## src/rtl/c8ie_pkg.sv

```systemverilog
// Package with the shared constants, types and font table of the CHIP-8 execute core.
`default_nettype none
package c8ie_pkg;

	localparam int MEMORY_BYTES  = 4096;
	localparam int PROGRAM_START = 512;
	localparam int GLYPH_HEIGHT  = 5;
	localparam int STACK_DEPTH   = 16;

	localparam int MEM_AW = $clog2(MEMORY_BYTES);
	localparam int STK_AW = $clog2(STACK_DEPTH);
	localparam int SP_W   = $clog2(STACK_DEPTH + 1);
	localparam int FONT_BYTES = 80;

	localparam logic [11:0] PC_START = 12'(PROGRAM_START);

	localparam logic [7:0] FONT_ROM [FONT_BYTES] = '{
		8'hF0, 8'h90, 8'h90, 8'h90, 8'hF0, 8'h20, 8'h60, 8'h20, 8'h20, 8'h70,
		8'hF0, 8'h10, 8'hF0, 8'h80, 8'hF0, 8'hF0, 8'h10, 8'hF0, 8'h10, 8'hF0,
		8'h90, 8'h90, 8'hF0, 8'h10, 8'h10, 8'hF0, 8'h80, 8'hF0, 8'h10, 8'hF0,
		8'hF0, 8'h80, 8'hF0, 8'h90, 8'hF0, 8'hF0, 8'h10, 8'h20, 8'h40, 8'h40,
		8'hF0, 8'h90, 8'hF0, 8'h90, 8'hF0, 8'hF0, 8'h90, 8'hF0, 8'h10, 8'hF0,
		8'hF0, 8'h90, 8'hF0, 8'h90, 8'h90, 8'hE0, 8'h90, 8'hE0, 8'h90, 8'hE0,
		8'hF0, 8'h80, 8'h80, 8'h80, 8'hF0, 8'hE0, 8'h90, 8'h90, 8'h90, 8'hE0,
		8'hF0, 8'h80, 8'hF0, 8'h80, 8'hF0, 8'hF0, 8'h80, 8'hF0, 8'h80, 8'h80
	};

	typedef enum logic [1:0] {
		OP_LOAD = 2'd0,
		OP_EXEC = 2'd1,
		OP_READ = 2'd2,
		OP_ROW  = 2'd3
	} op_t;

	typedef enum logic [2:0] {
		ALU_PASSB,
		ALU_OR,
		ALU_AND,
		ALU_XOR,
		ALU_ADD,
		ALU_SUB,
		ALU_SHR,
		ALU_SHL
	} alu_op_t;

	typedef struct packed {
		logic [7:0] res;
		logic       flag;
		logic       eq;
		logic       ge;
	} alu_res_t;

	typedef enum logic [4:0] {
		ST_INIT, ST_IDLE, ST_MEMW, ST_MRD, ST_MRD2, ST_FRD, ST_FRD2,
		ST_FETCH, ST_RDX, ST_RDY, ST_RD0, ST_DECODE, ST_FLAG, ST_CLS, ST_RET,
		ST_DRAW_A, ST_DRAW_B, ST_DRAW_F, ST_BCD_H, ST_BCD_T, ST_BCD_W,
		ST_STORE_A, ST_STORE_B, ST_LOAD_A, ST_LOAD_B, ST_DONE
	} state_t;

endpackage
`default_nettype wire

```

## src/rtl/c8ie_alu.sv

```systemverilog
// Shared 8-bit arithmetic, logic, shift and compare unit of the execute core.
`default_nettype none
module c8ie_alu (
	input  var c8ie_pkg::alu_op_t  alu_op,
	input  wire logic [7:0]        a,
	input  wire logic [7:0]        b,
	output c8ie_pkg::alu_res_t     result
);

	logic [8:0] sum;
	logic [8:0] diff;

	assign sum  = {1'b0, a} + {1'b0, b};
	assign diff = {1'b0, a} - {1'b0, b};

	always_comb begin
		result.eq   = (a == b);
		result.ge   = !diff[8];
		result.res  = b;
		result.flag = 1'b0;
		case (alu_op)
			c8ie_pkg::ALU_PASSB: result.res = b;
			c8ie_pkg::ALU_OR:    result.res = a | b;
			c8ie_pkg::ALU_AND:   result.res = a & b;
			c8ie_pkg::ALU_XOR:   result.res = a ^ b;
			c8ie_pkg::ALU_ADD: begin
				result.res  = sum[7:0];
				result.flag = sum[8];
			end
			c8ie_pkg::ALU_SUB: begin
				result.res  = diff[7:0];
				result.flag = !diff[8] && (a != b);
			end
			c8ie_pkg::ALU_SHR: begin
				result.res  = {1'b0, a[7:1]};
				result.flag = a[0];
			end
			c8ie_pkg::ALU_SHL: begin
				result.res  = {a[6:0], 1'b0};
				result.flag = a[7];
			end
			default: result.res = b;
		endcase
	end

endmodule
`default_nettype wire

```

## config.mk

```make
export PLATFORM = sky130hd
export DESIGN_NAME = c8ie_alu
export DESIGN_NICKNAME = d
export VERILOG_FILES = /design/src/rtl/c8ie_pkg.sv /design/src/rtl/c8ie_alu.sv
export SDC_FILE = /design/constraint.sdc
export NUM_CORES = 1
export LEC_CHECK = 0
export BUFFER_PORTS_ARGS = -buffer_cell sky130_fd_sc_hd__buf_2
export CAP_MARGIN = 20
export CELL_PAD_IN_SITES_DETAIL_PLACEMENT = 0
export CELL_PAD_IN_SITES_GLOBAL_PLACEMENT = 1
export CORE_AREA = 10 10 74 76
export DETAILED_ROUTE_END_ITERATION = 12
export DIE_AREA = 0 0 84 86
export GPL_TIMING_DRIVEN = 0
export PLACE_DENSITY = 0.83
export SLEW_MARGIN = 0
export SYNTH_ARGS = -nofsm -noshare
export SYNTH_HDL_FRONTEND = slang
export SYNTH_SLANG_ARGS = --single-unit
```

## constraint.sdc

```tcl
create_clock -name vclk -period 2.6
set_clock_uncertainty 0.15 [all_clocks]
set_input_delay 0.52 -clock vclk [all_inputs]
set_output_delay 0.52 -clock vclk [all_outputs]
set_load 0.005 [all_outputs]
```

==> flow_metrics.py, run 1 <==
metrics = {
    "status": {
        "status": "finished with violations",
        "violations": "negative setup slack",
    },
    "floorplan": {
        "dieWidth_um": 84,
        "rows": 23,
        "start_util": 0.3787,
        "die-area_sq_um": 7224,
        "die_y_um": 86,
        "coreArea_sq_um": 3971,
        "ioPinCount": 30,
    },
    "worst_setup_path": {
        "cp.arrival_ns": 2.37,
        "critPathTopFamily": "buffers and inverters",
        "start_kind": "input port",
        "cp_max_fo": 4,
        "crit_path_max_incr_delay_ns": 0.43,
        "crit_buf_inv": 4,
        "path_class": "in2out",
        "cp_slowest_cell": "or4_4",
        "crit_required_ns": 1.93,
        "crit_chain": "buf_8 -> clkinvlp_4 -> buf_12 -> ha_4 -> o21ba_4 -> or4_4 -> o21ai_4 -> mux2_4 -> a21oi_2 -> buf_2",
        "cp-end-kind": "primary output",
    },
    "pwr": {
        "p_leak_uw": 0.0009546,
        "vdd_drop_max_v": 0.00006939,
        "power_density_nw_per_um2": 202.3,
        "total_power_uw": 415.2,
    },
    "synthesis": {
        "synthAdderAreaFrac": 0.2429,
        "yosys.area.top_type_share": 0.2163,
        "synth_seq_area_share": 0,
        "syn_nets": 256,
        "synth_compound_area_frac": 0.3586,
        "synthesis.area_sq_um": 1504,
        "avgSynthCellArea_sq_um": 7.196,
        "synth-simple-area-share": 0.1922,
        "postSynthCellCount": 209,
        "yosys.area.top_type": "ha_1",
        "synth_xor_area_frac": 0.02329,
        "synth_cell_types": 58,
        "yosysWarnings": 0,
        "synth_top_family_by_area": "compound AO/OA/AOI/OAI gates",
        "synthMuxAreaShare": 0.07238,
        "ys_top_cells_by_area": "ha_1 22%, a21oi_1 7.3%, inv_1 5.7%",
    },
    "final_layout": {
        "diodes": 0,
        "syn2layout_area_growth_pct": 36.44,
        "layout.cells.non_filler": 300,
        "postLayoutCoreUtil": 0.5167,
        "n_sequential_cell": 0,
        "nets": 299,
        "nClkBuffers": 0,
        "seq_area_sq_um": 0,
        "most-common-layout-cells": "31 x buf_2, 20 x inv_1, 19 x a21oi_1, 19 x ha_1, 13 x nor2_1",
        "final_common_cell": "buf_2",
        "drive_above_1_share": 0.3640,
    },
    "routing": {
        "drc": 0,
        "drtIter0Drc": 111,
        "firstDrtPassIters": 4,
        "avgRoutedWirePerCell_um": 17.35,
        "vias": 1741,
        "wirelength_um": 5206,
        "postRouteAntennaNets": 0,
        "post_drt_via_cell_ratio": 5.803,
    },
    "sta": {
        "fmax_mhz": 328.7,
        "hold_viol_final": 0,
        "final.setup.tns_ns": -2.430,
        "setup_viol": 9,
        "post-route-period-util": 1.170,
        "min_period_ns": 3.043,
        "setup_ws_ns": -0.4426,
        "grt_setup_unrepaired": "true",
        "slew_viol_final": 0,
        "max_slew.worst_pin.slew_ns": 0.5581,
        "maxSlewHeadroom": 0.6280,
    },
    "placement": {
        "portBuffers": 29,
        "dp_hpwl_um": 3895,
        "post-place-ws_ns": -0.6102,
        "globalplace.congestion": 0.8359,
        "dp_cells": 288,
    },
    "global_route": {
        "grt_overflow": 0,
        "grt_pass1_vias": 1686,
        "grt_start_max_net_pins": 11,
        "track_usage": 0.1333,
        "antenna_found_initial": 0,
        "grt_pass1_wl_um": 8445,
    },
    "run": {
        "max_cap_viol_count": 0,
    },
    "worst_hold_path": {
        "hp-class": "in2out",
    },
    "clock_tree": {
        "cts_hold_buf": 0,
    },
}
layout make-up:
| type | count | area, sq um |
|---|---|---|
| Multi-Input combinational cell | 173 | 1521 |
| Timing Repair Buffer | 41 | 284.0 |
| Tap cell | 50 | 62.56 |
| Fill cell | 398 | 1919 |
| Buffer | 12 | 82.58 |
| Inverter | 24 | 101.3 |
Yosys cell counts (all sizes together) (2+ instances only):
cell	number
a211oi	4
a21o	5
a21oi	22
a221oi	4
a22oi	2
a31oi	5
buf	11
fa	2
ha	26
inv	24
mux2	2
mux2i	6
nand2	12
nand3	6
nand3b	2
nor2	13
nor3	4
nor3b	2
nor4	2
o211ai	3
o21a	2
o21ai	14
o21bai	3
o221ai	2
o22ai	3
or2	2
or3	2
or4	2
xor2	3
layer usage:
layer / routed length [um] / vias up / GRT usage
li1: - / 849 / -
met1: 2393 / 839 / 0.1776
met2: 2585 / 48 / 0.2390
met3: 190 / 5 / 0.006623
met4: 36 / 0 / 0.007610
met5: 0 / - / 0
stage by stage:
step                instance area (sq um)  hold slack (ns)
floorplan                            1559            1.003
global placement                     1767            1.202
detailed placement                   1767            1.207
CTS                                  1958            1.210
global route                         2052            1.237
finish                               2052            1.205
path summary, 6_finish.rpt:
check	endpoint	depth (start not counted)	slack [ns]	startpoint
min	result[5]	3	1.20	b[2]
max	result[8]	10	-0.44	a[1]
report_power, final:
group / total (uW) / internal (uW) / switching (uW) / leakage [uW]
combinational: 415 / 194 / 222 / 0.000955
clock: 0 / 0 / 0 / 0
sequential: 0 / 0 / 0 / 0
total: 415 / 194 / 222 / 0.000955
kinds of logic (layout without fill, tap and decap cells):
| family | after synthesis | after routing |
|---|---|---|
| adder cells (fa/ha/maj) | 28 | 28 |
| buffers and inverters | 36 | 77 |
| XOR/XNOR | 4 | 4 |
| AO/OA/AOI/OAI | 79 | 79 |
| multiplexers | 9 | 9 |
| AND/OR/NAND/NOR | 53 | 53 |
repair_timing:
item                       4_1_cts  5_1_grt
setup endpoints to repair       10       10
resized for setup               32       11
pin swaps                       22       17
gates cloned                     0        0
buffers inserted                 9        3
No activity file was read; power rests on OpenSTA's default activity.
==> inputs of run 2 (changes only) <==
Settings changed: SKIP_LAST_GASP set to 1.
==> flow_metrics.py, run 2 (synthesis results as in run 1) <==
metrics = {
    "status": {
        "status": "finished with violations",
        "violations": "negative setup slack",
    },
    "routing": {
        "wirelength_um": 5193,
        "vias": 1753,
        "drtIter0Drc": 93,
        "avgRoutedWirePerCell_um": 17.31,
        "drc": 0,
        "post_drt_via_cell_ratio": 5.843,
        "postRouteAntennaNets": 0,
        "firstDrtPassIters": 4,
    },
    "worst_setup_path": {
        "crit_path_max_incr_delay_ns": 0.43,
        "cp_max_fo": 4,
        "start_kind": "input port",
        "cp_slowest_cell": "or4_4",
        "crit_buf_inv": 4,
        "cp-end-kind": "primary output",
        "crit_required_ns": 1.93,
        "critPathTopFamily": "buffers and inverters",
        "crit_chain": "buf_8 -> clkinvlp_4 -> buf_12 -> ha_4 -> o21ba_4 -> or4_4 -> o21ai_4 -> mux2_4 -> a21oi_2 -> buf_2",
        "cp.arrival_ns": 2.37,
        "path_class": "in2out",
    },
    "run": {
        "max_cap_viol_count": 0,
    },
    "floorplan": {
        "start_util": 0.3787,
        "coreArea_sq_um": 3971,
        "die_y_um": 86,
        "rows": 23,
        "dieWidth_um": 84,
        "die-area_sq_um": 7224,
        "ioPinCount": 30,
    },
    "final_layout": {
        "nClkBuffers": 0,
        "nets": 299,
        "n_sequential_cell": 0,
        "final_common_cell": "buf_2",
        "diodes": 0,
        "most-common-layout-cells": "31 x buf_2, 20 x inv_1, 20 x a21oi_1",
        "fillers": 400,
        "drive_above_1_share": 0.3600,
        "seq_area_sq_um": 0,
        "syn2layout_area_growth_pct": 36.19,
    },
    "placement": {
        "globalplace.congestion": 0.8359,
        "post-place-ws_ns": -0.6102,
        "portBuffers": 29,
        "dp_hpwl_um": 3895,
    },
    "global_route": {
        "grt_overflow": 0,
        "antenna_found_initial": 0,
        "use_met1": 0.1776,
        "grt_util_met3": 0.006623,
        "grt_pass1_vias": 1686,
        "grt_pass1_wl_um": 8445,
        "met2_usage": 0.2390,
        "grt_start_max_net_pins": 11,
        "top_usage_layer": "met2",
        "track_usage": 0.1333,
    },
    "pwr": {
        "power_density_nw_per_um2": 202.0,
        "p_leak_uw": 0.0009548,
        "vdd_drop_max_v": 0.00006713,
    },
    "sta": {
        "maxSlewHeadroom": 0.6202,
        "setup_viol": 9,
        "hold_viol_final": 0,
        "timing.hold.ws_ns": 1.205,
        "slew_viol_final": 0,
        "fmax_mhz": 328.6,
        "grt_setup_unrepaired": "true",
        "post-route-period-util": 1.170,
        "setup_ws_ns": -0.4431,
        "min_period_ns": 3.043,
        "max_slew.worst_pin.slew_ns": 0.5697,
    },
    "worst_hold_path": {
        "hp-class": "in2out",
    },
}
## run 2: cell counts in the layout (fill, tap and decap cells not counted)
No cell type changed its count.
## run 2: area by class of cell
class              count  area, sq um  share of cell area
multi-input cells    173         1518              0.7410
repair buffers        41        284.0              0.1387
inverters             24        101.3             0.04948
plain buffers         12        82.58             0.04032
well taps             50        62.56             0.03054
## run 2: power by group
part | switching [uW] | leakage [uW] | internal (uW)
Clock | 0 | 0 | 0
Sequential | 0 | 0 | 0
Combinational | 220 | 0.000955 | 193
## run 2: timing repair
action | in CTS | in global routing
endpoints found under the setup margin | 10 | 10
buffers inserted | 9 | 3
hold buffers | 0 | 0
gates resized for setup | 32 | 10
pin swaps | 22 | 17
## run 2: path summary, 6_finish.rpt
path | endpoint | slack (ns) | startpoint | cells past startpoint
min | result[5] | 1.20 | b[2] | 3
max | result[8] | -0.44 | a[1] | 10
## run 2: metrics by stage
stage / TNS [ns] / power (uW) / instance area [sq um] / cells / utilization
2_1_floorplan: -0.2157 / 233.7 / 1559 / 209 / -
6_report: -2.412 / 413.7 / 2048 / 300 / 0.5158
3_5_place_dp: -3.602 / 339.2 / 1767 / 288 / 0.4449
5_1_grt: -3.243 / 453.5 / 2048 / 300 / 0.5158
4_1_cts: -2.232 / 384.4 / 1958 / 297 / 0.4931
3_3_place_gp: -3.773 / 337.8 / 1767 / 288 / 0.4449
## run 2: routing by layer
metal	wire length, um	share of wire
met5	0	0
met4	36	0.0069
met3	244	0.047
met2	2544	0.49
met1	2368	0.46
## run 2: worst min-delay path, cell delays in order
cell and delay, ns:
buf_2 0.10, o21a_1 0.11, buf_2 0.10
